[config.mk]
export PLATFORM = sky130hd
export DESIGN_NAME = packet_buffer_lifecycle_table
export DESIGN_NICKNAME = d
export VERILOG_FILES = /design/src/design/pblt_pkg.sv /design/src/design/pblt_desc_mem.sv /design/src/design/pblt_cmd_unit.sv /design/src/design/packet_buffer_lifecycle_table.sv
export SDC_FILE = /design/constraint.sdc
export NUM_CORES = 2
export LEC_CHECK = 0
export CORE_UTILIZATION = 34
export CTS_BUF_LIST = sky130_fd_sc_hd__clkbuf_2 sky130_fd_sc_hd__clkbuf_4 sky130_fd_sc_hd__clkbuf_8
export DETAILED_ROUTE_END_ITERATION = 10
export DONT_BUFFER_PORTS = 1
export PLACE_DENSITY_LB_ADDON = 0.05
export SLEW_MARGIN = 20
export SYNTH_ARGS = -nofsm -noshare
export SYNTH_HDL_FRONTEND = slang
export SYNTH_SLANG_ARGS = --single-unit
[constraint.sdc]
create_clock -name clk -period 22.2 [get_ports clk]
set_clock_uncertainty 0.15 [all_clocks]
set_input_delay 1.11 -clock clk [delete_from_list [all_inputs] [get_ports clk]]
set_output_delay 1.11 -clock clk [all_outputs]
set_load 0.005 [all_outputs]
[src/design/pblt_pkg.sv]
// ----------------------------------------------------------------------------
// Packet buffer lifecycle table: shared definitions
// Command, state and status codes, the descriptor record and the control
// structures passed between the table's modules.
// ----------------------------------------------------------------------------
`default_nettype none

package pblt_pkg;

    localparam int SLOTS  = 32;
    localparam int SLOT_W = 5;
    localparam int CNT_W  = 6;

    localparam logic [12:0] MAX_ALIGN = 13'd4096;
    localparam logic [15:0] REF_MAX   = 16'hFFFF;

    typedef enum logic [2:0] {
        CMD_ALLOCATE   = 3'd0,
        CMD_SET_LAYOUT = 3'd1,
        CMD_SET_LENGTH = 3'd2,
        CMD_TRANSITION = 3'd3,
        CMD_COMPLETE   = 3'd4,
        CMD_RETAIN     = 3'd5,
        CMD_RELEASE    = 3'd6
    } cmd_t;

    typedef enum logic [2:0] {
        S_INVALID   = 3'd0,
        S_ALLOCATED = 3'd1,
        S_RX        = 3'd2,
        S_QUEUED    = 3'd3,
        S_IN_FLIGHT = 3'd4,
        S_DELIVERED = 3'd5,
        S_DROPPED   = 3'd6,
        S_FREED     = 3'd7
    } desc_state_t;

    typedef enum logic [1:0] {
        ST_OK       = 2'd0,
        ST_INVALID  = 2'd1,
        ST_STATE    = 2'd2,
        ST_OVERFLOW = 2'd3
    } status_t;

    localparam logic [2:0] O_NONE     = 3'd0;
    localparam logic [2:0] O_DRIVER   = 3'd1;
    localparam logic [2:0] O_ETHERNET = 3'd2;
    localparam logic [2:0] O_PROTOCOL = 3'd3;
    localparam logic [2:0] O_SOCKET   = 3'd4;

    // One descriptor as stored in the table memory.
    typedef struct packed {
        desc_state_t state;
        logic [2:0]  owner;
        logic [15:0] refs;
        logic [15:0] capacity;
        logic [15:0] headroom;
        logic [15:0] length;
        logic [15:0] tailroom;
        logic [7:0]  error;
    } desc_t;

    // One command beat as held in the execute stage.
    typedef struct packed {
        cmd_t        cmd;
        logic [SLOT_W-1:0] slot;
        logic [15:0] capacity;
        logic [15:0] headroom;
        logic [15:0] payload_length;
        logic [12:0] alignment;
        desc_state_t next_state;
        logic [2:0]  next_owner;
        logic [7:0]  completion_code;
    } cmd_item_t;

    // Decision of the command unit for one command.
    typedef struct packed {
        status_t status;
        logic    count_fail;
        logic    count_dup;
        logic    wr_en;
        desc_t   wr_entry;
        logic    busy_set;
        logic    busy_clr;
        logic    show;
    } dec_t;

endpackage

`default_nettype wire

[src/design/pblt_desc_mem.sv]
// ----------------------------------------------------------------------------
// Descriptor memory
// One write port and one read port with a registered read. Contents are
// undefined until written.
// ----------------------------------------------------------------------------
`default_nettype none

module pblt_desc_mem (
    input  wire logic                         clk,
    input  wire logic                         rd_en,
    input  wire logic [pblt_pkg::SLOT_W-1:0]  rd_addr,
    output pblt_pkg::desc_t                   rd_data,
    input  wire logic                         wr_en,
    input  wire logic [pblt_pkg::SLOT_W-1:0]  wr_addr,
    input  pblt_pkg::desc_t                   wr_data
);
    import pblt_pkg::*;

    desc_t mem [SLOTS];
    desc_t rd_data_reg;

    always_ff @(posedge clk)
    begin
        if (wr_en)
        begin
            mem[wr_addr] <= wr_data;
        end
        if (rd_en)
        begin
            rd_data_reg <= mem[rd_addr];
        end
    end

    assign rd_data = rd_data_reg;

endmodule

`default_nettype wire

[src/design/pblt_cmd_unit.sv]
// ----------------------------------------------------------------------------
// Command unit
// Checks one command against the addressed descriptor and decides the
// status, the descriptor write-back and the changes to the slot map.
// ----------------------------------------------------------------------------
`default_nettype none

module pblt_cmd_unit (
    input  pblt_pkg::cmd_item_t item,
    input  pblt_pkg::desc_t     cur,
    input  wire logic           busy,
    input  wire logic           free_found,
    output pblt_pkg::dec_t      dec
);
    import pblt_pkg::*;

    function automatic logic owner_ok(input logic [2:0] o);
        return (o >= O_DRIVER) && (o <= O_SOCKET);
    endfunction

    function automatic logic pair_ok(input desc_state_t s, input logic [2:0] o);
        logic ok;
        case (s) inside
            S_ALLOCATED, S_IN_FLIGHT: ok = owner_ok(o);
            S_RX:                     ok = (o == O_DRIVER) || (o == O_ETHERNET);
            S_QUEUED:                 ok = (o == O_PROTOCOL) || (o == O_SOCKET);
            S_DROPPED:                ok = (o == O_NONE);
            S_DELIVERED:              ok = (o == O_NONE) || owner_ok(o);
            default:                  ok = 1'b0;
        endcase
        return ok;
    endfunction

    function automatic logic move_ok(input desc_state_t c, input desc_state_t n);
        logic ok;
        case (c)
            S_ALLOCATED: ok = (n == S_RX) || (n == S_QUEUED) || (n == S_IN_FLIGHT);
            S_RX:        ok = (n == S_QUEUED) || (n == S_IN_FLIGHT);
            S_QUEUED:    ok = (n == S_IN_FLIGHT);
            default:     ok = 1'b0;
        endcase
        return ok;
    endfunction

    status_t     live;
    logic        finished;
    logic        quiet;
    logic [15:0] lay_head;
    logic [15:0] room;
    logic        alloc_bad;

    always_comb
    begin
        if (!busy)
        begin
            live = ST_INVALID;
        end
        else if ((cur.refs == 16'd0) || (cur.state == S_FREED))
        begin
            live = ST_STATE;
        end
        else
        begin
            live = ST_OK;
        end
        finished  = (cur.state == S_DELIVERED) || (cur.state == S_DROPPED);
        lay_head  = (item.cmd == CMD_SET_LENGTH) ? cur.headroom : item.headroom;
        room      = cur.capacity - lay_head;
        alloc_bad = (item.capacity == 16'd0) || (item.headroom > item.capacity) ||
                    !$onehot(item.alignment) || (item.alignment > MAX_ALIGN) ||
                    !owner_ok(item.next_owner);
    end

    always_comb
    begin
        dec          = '0;
        dec.status   = ST_OK;
        dec.show     = 1'b1;
        dec.wr_entry = cur;
        quiet        = 1'b0;

        case (item.cmd)
            CMD_ALLOCATE:
            begin
                dec.show = 1'b0;
                if (alloc_bad)
                begin
                    dec.status = ST_INVALID;
                    quiet      = 1'b1;
                end
                else if (!free_found)
                begin
                    dec.status = ST_OVERFLOW;
                end
                else
                begin
                    dec.show              = 1'b1;
                    dec.wr_en             = 1'b1;
                    dec.busy_set          = 1'b1;
                    dec.wr_entry.state    = S_ALLOCATED;
                    dec.wr_entry.owner    = item.next_owner;
                    dec.wr_entry.refs     = 16'd1;
                    dec.wr_entry.capacity = item.capacity;
                    dec.wr_entry.headroom = item.headroom;
                    dec.wr_entry.length   = 16'd0;
                    dec.wr_entry.tailroom = item.capacity - item.headroom;
                    dec.wr_entry.error    = 8'd0;
                end
            end
            CMD_SET_LAYOUT, CMD_SET_LENGTH:
            begin
                if (live != ST_OK)
                begin
                    dec.status = live;
                end
                else if (finished)
                begin
                    dec.status = ST_STATE;
                end
                else if ((lay_head > cur.capacity) || (item.payload_length > room))
                begin
                    dec.status = ST_OVERFLOW;
                end
                else
                begin
                    dec.wr_en             = 1'b1;
                    dec.wr_entry.headroom = lay_head;
                    dec.wr_entry.length   = item.payload_length;
                    dec.wr_entry.tailroom = room - item.payload_length;
                end
            end
            CMD_TRANSITION:
            begin
                if (!owner_ok(item.next_owner) || (item.next_state == S_INVALID) ||
                    (item.next_state == S_FREED) || (item.next_state == S_DELIVERED) ||
                    (item.next_state == S_DROPPED))
                begin
                    dec.status = ST_INVALID;
                end
                else if (live != ST_OK)
                begin
                    dec.status = live;
                end
                else if (!move_ok(cur.state, item.next_state))
                begin
                    dec.status = ST_STATE;
                end
                else if (!pair_ok(item.next_state, item.next_owner))
                begin
                    dec.status = ST_INVALID;
                end
                else
                begin
                    dec.wr_en          = 1'b1;
                    dec.wr_entry.state = item.next_state;
                    dec.wr_entry.owner = item.next_owner;
                end
            end
            CMD_COMPLETE:
            begin
                if (live != ST_OK)
                begin
                    dec.status = live;
                end
                else if (finished)
                begin
                    dec.status    = ST_STATE;
                    dec.count_dup = 1'b1;
                end
                else if (item.completion_code == 8'd0)
                begin
                    if ((cur.state != S_RX) && (cur.state != S_IN_FLIGHT))
                    begin
                        dec.status = ST_STATE;
                    end
                    else if (item.next_owner > O_SOCKET)
                    begin
                        dec.status = ST_INVALID;
                    end
                    else
                    begin
                        dec.wr_en          = 1'b1;
                        dec.wr_entry.state = S_DELIVERED;
                        dec.wr_entry.owner = item.next_owner;
                    end
                end
                else
                begin
                    if ((cur.state < S_ALLOCATED) || (cur.state > S_IN_FLIGHT))
                    begin
                        dec.status = ST_STATE;
                    end
                    else if (item.next_owner != O_NONE)
                    begin
                        dec.status = ST_INVALID;
                    end
                    else
                    begin
                        dec.wr_en          = 1'b1;
                        dec.wr_entry.state = S_DROPPED;
                        dec.wr_entry.owner = O_NONE;
                        dec.wr_entry.error = item.completion_code;
                    end
                end
            end
            CMD_RETAIN:
            begin
                if (live != ST_OK)
                begin
                    dec.status = live;
                end
                else if (cur.refs == REF_MAX)
                begin
                    dec.status = ST_OVERFLOW;
                end
                else
                begin
                    dec.wr_en         = 1'b1;
                    dec.wr_entry.refs = cur.refs + 16'd1;
                end
            end
            CMD_RELEASE:
            begin
                if (live != ST_OK)
                begin
                    dec.status = live;
                end
                else if (!finished)
                begin
                    dec.status = ST_STATE;
                end
                else if (cur.refs > 16'd1)
                begin
                    dec.wr_en         = 1'b1;
                    dec.wr_entry.refs = cur.refs - 16'd1;
                end
                else
                begin
                    dec.wr_en          = 1'b1;
                    dec.busy_clr       = 1'b1;
                    dec.wr_entry.refs  = 16'd0;
                    dec.wr_entry.state = S_FREED;
                    dec.wr_entry.owner = O_NONE;
                end
            end
            default:
            begin
                dec.status = ST_INVALID;
                quiet      = 1'b1;
            end
        endcase

        dec.count_fail = (dec.status != ST_OK) && !quiet;
    end

endmodule

`default_nettype wire

[src/design/packet_buffer_lifecycle_table.sv]
// ----------------------------------------------------------------------------
// Packet buffer lifecycle table
// Descriptor table for packet buffers with allocate, layout, state, completion
// and reference commands, plus running buffer and failure counts.
// ----------------------------------------------------------------------------
// Usage:
// Commands arrive on the input channel (in_valid / in_stall), one command per
// beat; every command produces exactly one result beat on the output channel
// (out_valid / out_stall). The result carries the status, the granted slot of
// an allocate, the addressed descriptor after the command and the running
// counters after the command.
// The edge that accepts a command starts the descriptor memory read, and
// the edge on which the execute stage finishes writes the descriptor back
// and loads the result register. A new command is taken every cycle while
// in_stall is low, so the sustained rate is one command per cycle; it is set
// by the single read-modify-write of the descriptor memory, with the write-back
// of one command forwarded to the read of the next when both hit the same slot.
// After reset every slot is free, all descriptors read as invalid with no
// owner and no references (per-slot valid bits, no clearing pass), and all
// counters are zero. When the receiver stalls, the result beat holds; one more
// command may then sit in the execute stage, after which in_stall rises.
// ----------------------------------------------------------------------------
`default_nettype none

module packet_buffer_lifecycle_table (
    input  wire logic        clk,
    input  wire logic        rst_n,
    input  wire logic        in_valid,
    output logic             in_stall,
    input  wire logic [2:0]  cmd,
    input  wire logic [4:0]  slot,
    input  wire logic [15:0] capacity,
    input  wire logic [15:0] headroom,
    input  wire logic [15:0] payload_length,
    input  wire logic [12:0] alignment,
    input  wire logic [2:0]  next_state,
    input  wire logic [2:0]  next_owner,
    input  wire logic [7:0]  completion_code,
    output logic             out_valid,
    input  wire logic        out_stall,
    output logic [1:0]       status,
    output logic [4:0]       granted_slot,
    output logic [2:0]       entry_state,
    output logic [2:0]       entry_owner,
    output logic [15:0]      entry_refs,
    output logic [15:0]      entry_tailroom,
    output logic [5:0]       active_count,
    output logic [5:0]       peak_count,
    output logic [31:0]      failure_count,
    output logic [31:0]      duplicate_count,
    output logic [1:0]       last_error_code
);
    import pblt_pkg::*;

    // Execute stage.
    logic              s1_valid_reg;
    cmd_item_t         s1_item_reg;
    logic              fwd_hit_reg;
    desc_t             fwd_entry_reg;
    cmd_item_t         in_item;
    logic              accept;
    logic              s1_done;

    // Slot map and counters.
    logic [SLOTS-1:0]  busy_reg;
    logic [SLOTS-1:0]  valid_reg;
    logic [CNT_W-1:0]  active_reg;
    logic [CNT_W-1:0]  active_next;
    logic [CNT_W-1:0]  peak_reg;
    logic [CNT_W-1:0]  peak_next;
    logic [31:0]       fail_reg;
    logic [31:0]       dup_reg;
    status_t           last_err_reg;

    // Result register.
    logic              out_valid_reg;
    status_t           status_reg;
    logic [SLOT_W-1:0] granted_reg;
    desc_state_t       ent_state_reg;
    logic [2:0]        ent_owner_reg;
    logic [15:0]       ent_refs_reg;
    logic [15:0]       ent_tail_reg;

    // Execute-stage datapath.
    desc_t             rd_entry;
    desc_t             cur_entry;
    desc_t             shown;
    dec_t              dec;
    logic              free_found;
    logic [SLOT_W-1:0] free_idx;
    logic              is_alloc;
    logic [SLOT_W-1:0] wr_addr;
    logic              mem_wr_en;
    logic              busy_after;

    assign in_item = '{
        cmd:             cmd_t'(cmd),
        slot:            slot,
        capacity:        capacity,
        headroom:        headroom,
        payload_length:  payload_length,
        alignment:       alignment,
        next_state:      desc_state_t'(next_state),
        next_owner:      next_owner,
        completion_code: completion_code
    };

    // The execute stage finishes whenever the result register is free or is
    // being emptied in this cycle.
    assign s1_done  = s1_valid_reg && (!out_valid_reg || !out_stall);
    assign in_stall = s1_valid_reg && !s1_done;
    assign accept   = in_valid && !in_stall;

    // Lowest free slot for allocate.
    always_comb
    begin
        free_found = 1'b0;
        free_idx   = '0;
        for (int i = SLOTS - 1; i >= 0; i--)
        begin
            if (!busy_reg[i])
            begin
                free_found = 1'b1;
                free_idx   = SLOT_W'(i);
            end
        end
    end

    pblt_desc_mem u_mem (
        .clk     (clk),
        .rd_en   (accept),
        .rd_addr (slot),
        .rd_data (rd_entry),
        .wr_en   (mem_wr_en),
        .wr_addr (wr_addr),
        .wr_data (dec.wr_entry)
    );

    // A write-back in the same cycle as the read is forwarded. A slot that was
    // never written reads as invalid with no owner and no references.
    always_comb
    begin
        cur_entry = fwd_hit_reg ? fwd_entry_reg : rd_entry;
        if (!valid_reg[s1_item_reg.slot])
        begin
            cur_entry.state = S_INVALID;
            cur_entry.owner = O_NONE;
            cur_entry.refs  = 16'd0;
        end
    end

    pblt_cmd_unit u_cmd (
        .item       (s1_item_reg),
        .cur        (cur_entry),
        .busy       (busy_reg[s1_item_reg.slot]),
        .free_found (free_found),
        .dec        (dec)
    );

    assign is_alloc  = (s1_item_reg.cmd == CMD_ALLOCATE);
    assign wr_addr   = is_alloc ? free_idx : s1_item_reg.slot;
    assign mem_wr_en = s1_done && dec.wr_en;

    always_comb
    begin
        shown      = dec.wr_en ? dec.wr_entry : cur_entry;
        busy_after = dec.busy_set || (busy_reg[s1_item_reg.slot] && !dec.busy_clr);

        active_next = active_reg;
        if (dec.busy_set)
        begin
            active_next = active_reg + CNT_W'(1);
        end
        else if (dec.busy_clr && (active_reg != '0))
        begin
            active_next = active_reg - CNT_W'(1);
        end
        peak_next = (active_next > peak_reg) ? active_next : peak_reg;
    end

    always_ff @(posedge clk or negedge rst_n)
    begin
        if (!rst_n)
        begin
            s1_valid_reg  <= 1'b0;
            fwd_hit_reg   <= 1'b0;
            out_valid_reg <= 1'b0;
            busy_reg      <= '0;
            valid_reg     <= '0;
            active_reg    <= '0;
            peak_reg      <= '0;
            fail_reg      <= '0;
            dup_reg       <= '0;
            last_err_reg  <= ST_OK;
        end
        else
        begin
            if (accept)
            begin
                s1_valid_reg <= 1'b1;
                fwd_hit_reg  <= mem_wr_en && (wr_addr == slot);
            end
            else if (s1_done)
            begin
                s1_valid_reg <= 1'b0;
            end

            if (s1_done)
            begin
                out_valid_reg <= 1'b1;
            end
            else if (!out_stall)
            begin
                out_valid_reg <= 1'b0;
            end

            if (s1_done)
            begin
                if (dec.wr_en)
                begin
                    valid_reg[wr_addr] <= 1'b1;
                end
                if (dec.busy_set)
                begin
                    busy_reg[wr_addr] <= 1'b1;
                end
                else if (dec.busy_clr)
                begin
                    busy_reg[wr_addr] <= 1'b0;
                end
                active_reg <= active_next;
                peak_reg   <= peak_next;
                if (dec.count_fail)
                begin
                    fail_reg     <= fail_reg + 32'd1;
                    last_err_reg <= dec.status;
                end
                if (dec.count_dup)
                begin
                    dup_reg <= dup_reg + 32'd1;
                end
            end
        end
    end

    always_ff @(posedge clk)
    begin
        if (accept)
        begin
            s1_item_reg   <= in_item;
            fwd_entry_reg <= dec.wr_entry;
        end
        if (s1_done)
        begin
            status_reg  <= dec.status;
            granted_reg <= (is_alloc && dec.wr_en) ? free_idx : '0;
            if (dec.show)
            begin
                ent_state_reg <= shown.state;
                ent_owner_reg <= shown.owner;
                ent_refs_reg  <= shown.refs;
                ent_tail_reg  <= busy_after ? shown.tailroom : 16'd0;
            end
            else
            begin
                ent_state_reg <= S_INVALID;
                ent_owner_reg <= O_NONE;
                ent_refs_reg  <= 16'd0;
                ent_tail_reg  <= 16'd0;
            end
        end
    end

    assign out_valid       = out_valid_reg;
    assign status          = status_reg;
    assign granted_slot    = granted_reg;
    assign entry_state     = ent_state_reg;
    assign entry_owner     = ent_owner_reg;
    assign entry_refs      = ent_refs_reg;
    assign entry_tailroom  = ent_tail_reg;
    assign active_count    = active_reg;
    assign peak_count      = peak_reg;
    assign failure_count   = fail_reg;
    assign duplicate_count = dup_reg;
    assign last_error_code = last_err_reg;

    // The active count always matches the number of busy slots.
    a_active_matches_map : assert property (@(posedge clk) disable iff (!rst_n)
        active_reg == CNT_W'($countones(busy_reg)))
        else $error("active count differs from busy slot map");

    // The peak never falls below the current count.
    a_peak_bound : assert property (@(posedge clk) disable iff (!rst_n)
        peak_reg >= active_reg)
        else $error("peak count below active count");

    // A busy slot has always been written.
    a_busy_written : assert property (@(posedge clk) disable iff (!rst_n)
        (busy_reg & ~valid_reg) == '0)
        else $error("busy slot was never written");

    // A duplicate completion is always also a failure.
    a_dup_is_fail : assert property (@(posedge clk) disable iff (!rst_n)
        (dup_reg != $past(dup_reg)) |-> (fail_reg != $past(fail_reg)))
        else $error("duplicate counted without failure");

    // A stalled execute stage must not write the table.
    a_no_write_in_stall : assert property (@(posedge clk) disable iff (!rst_n)
        (s1_valid_reg && out_valid_reg && out_stall) |-> !mem_wr_en)
        else $error("descriptor written while result is stalled");

endmodule

`default_nettype wire

==> out/results.tsv <==
stage	metric	value	unit
status	status	completed	
timing	hold_violations	0	
timing	slew_headroom	15.5	%
synth	ys_ff_latch	2653	
synth	synth_top_area_cell	edfxtp_1	
timing	min_period_over_period	41.0	%
timing	layout_setup_ws	13110	ps
layout	largest_reg_flops	2240	
routing	vias	55300	
synth	yosysWarnings	0	
floorplan	num_rows	206	
place	dp_hpwl	179000	um
job	drv_cap	0	
power	peakVddDrop	0.0435	mV
setup_path	critPathKind	reg -> reg	
synth	async_flop_share	5.47	%
layout	drive_gt1_share	29.7	%
setup_path	cp.required	22750	ps
synth	synth_cell_type_count	95	
global_route	grt_util_all_layers	20.2	%
clock_tree	clkSinkCount	2653	
power	power.leakage	40.0	nW
synth	synth_common_cells	edfxtp_1 (2508), mux4_2 (707), clkbuf_1 (177), nand2_1 (160), dfrtp_1 (145)	
synth	synth_nets	5515	
global_route	grt_pass1_vias	57700	
layout	syn2layout_area_growth	14.8	%
clock_tree	cts_buffers	459	
place	io_buffer_count	0	
floorplan	start_util	34.2	%
synth	syn-instance-count	5339	
place	dp_slack	13200	ps
floorplan	die_area	319000	um^2
global_route	antenna_found_initial	20	
routing	firstDrtPassIters	7	
power	p_per_area	87.9	nW/um^2
floorplan	io_pins	212	
power	power	10.9	mW
setup_path	critPathBufInv	5	
clock_tree	cts-htree-levels	5	
timing	tns	0	ps
timing	fin_crit	9090	ps
clock_tree	cts_root_buf	clkbuf_8	
timing	hold_slack	229	ps
routing	drt_iter0_drc	4474	
global_route	globalRouteOverflowTotal	0	
worst_hold_path	hold_start	slot[3]	
synth	ys_seq_area_share	73.2	%
setup_path	slowest_stage	nor2_4	
synth	syn_area	108000	um^2
timing	slew_viol_final	0	
floorplan	die_w	565	um
floorplan	die_h	565	um
setup_path	start_kind	flop	
global_route	grt_max_degree	149	
setup_path	slowest_delay	850	ps
synth	synth_edf_count	2508	
synth	synth.most_common_cell	edfxtp_1	
place	gp_congestion	0.835	
timing	tightestPinTransition	1270	ps
place	dp_cells	9384	
setup_path	setup.worst_path.start	s1_item_reg[82]	
clock_tree	cts_tree	done	
timing	fmax	110	MHz
timing	rsz0062_at_grt	no	
setup_path	cp_max_fo	34	
clock_tree	ctsResizeCount	0	
setup_path	cp_common_cell	buf_4	
setup_path	critical_path.top_delay_family	simple AND/OR/NAND/NOR gates	
synth	syn_avg_cell_area	20.2	um^2
routing	drc	0	
synth	synth_area_leaders	edfxtp_1 (70%), mux4_2 (15%), dfrtp_1 (3.4%)	
routing	ant_nets	0	
setup_path	r2r-start	s1_item_reg[82]	
layout	fin_cells	10300	
floorplan	core	315000	um^2
routing	avgViaCountPerCell	5.36	
synth	synth_ff_type	edfxtp_1	
clock_tree	clk_latency	1110	ps
layout	nets	5950	
clock_tree	clk_pin_slew	60	ps
worst_hold_path	min_path_type	in -> reg	
routing	routed_wl	323000	um
global_route	grt_pass1_wl	455000	um
clock_tree	max-clock-path-buffers	4	
setup_path	end_kind	flop	
setup_path	cp.arrival	9640	ps
timing	setup_violations	0	
routing	wire_per_inst	31.4	um
synth	synth_top_area_share	69.9	%
==> final cells by class <==
cell class | instances | area (um^2)
Antenna cell | 12 | 30.0
Fill cell | 28400 | 191000
Clock buffer | 640 | 7740
Clock inverter | 184 | 1190
Tap cell | 4160 | 5200
Multi-Input combinational cell | 2305 | 27800
Timing Repair Buffer | 241 | 2420
Sequential cell | 2653 | 78900
Inverter | 114 | 435
==> power by group <==
| group | internal, mW | switching, mW |
|---|---|---|
| logic | 0.298 | 0.505 |
| clock network | 2.36 | 2.04 |
| registers | 5.62 | 0.0533 |
==> per-layer routing <==
metal	vias up	share of wire, %	global-route usage [%]
met5	-	0	0
met4	0	2.1	5.02
met1	30200	45	28.1
li1	23200	-	-
met2	1482	48	33.4
met3	460	4.5	2.57
==> what timing repair did <==
item                      CTS  global route
hold endpoints to repair  230             0
setup buffers               0             0
hold buffers               88             0
==> through the flow <==
step	area (um^2)	utilization, %
detailed placement	114000	36.1
floorplan	108000	-
finish	124000	39.3
global placement	114000	36.1
CTS	124000	39.2
global route	124000	39.3
==> cell usage in the layout, fill, tap and decap left out, drive strengths merged, types with 39 or more instances in the layout <==
cell type and count:
dlygate4sd3 87, buf 154, mux4 707, nand2 160, dfrtp 145, o31ai 42
o21ai 129, a21oi 93, nand4 51, xor2 53, edfxtp 2508, clkbuf 640
mux2i 80, nor3 87, xnor2 67, nor4 50, mux2 138, clkinv 150
nor2 116, ha 78, nand3 71, inv 132, o21bai 39
==> worst register-to-register path, delay by kind of cell, from the launching register on <==
family	cells	cell delay [ps]
compound gates	11	2400
fa+ha+maj	2	630
xor+xnor	1	100
buf+inv	5	2180
simple gates	9	2560
flops	1	640
==> worst paths after layout <==
check                                 endpoint  slack, ps  cells after the start
min in group asynchronous            async pin        620                      2
max in group asynchronous  duplicate_count[27]      20480                      2
max reg2reg                   u_mem.mem[3][68]      13110                     28
min                          u_mem.rd_data[19]        230                      1
max                           u_mem.mem[3][68]      13110                     28
min reg2reg                      valid_reg[23]        320                      1
==> kinds of logic (layout without fill, tap and decap cells) <==
family | Yosys count | count (layout) | share of synthesized area, %
AOI/OAI and AO/OA | 499 | 499 | 3.07
xor gates and xnor gates | 120 | 120 | 0.975
adders and majority gates | 90 | 90 | 1.12
buffers and inverters | 381 | 1179 | 1.40
DFF | 2653 | 2653 | 73.2
muxes | 925 | 925 | 17.0
other | 0 | 12 | 0
and+or+nand+nor | 671 | 671 | 3.24
Power figures use the tool's default switching activity.
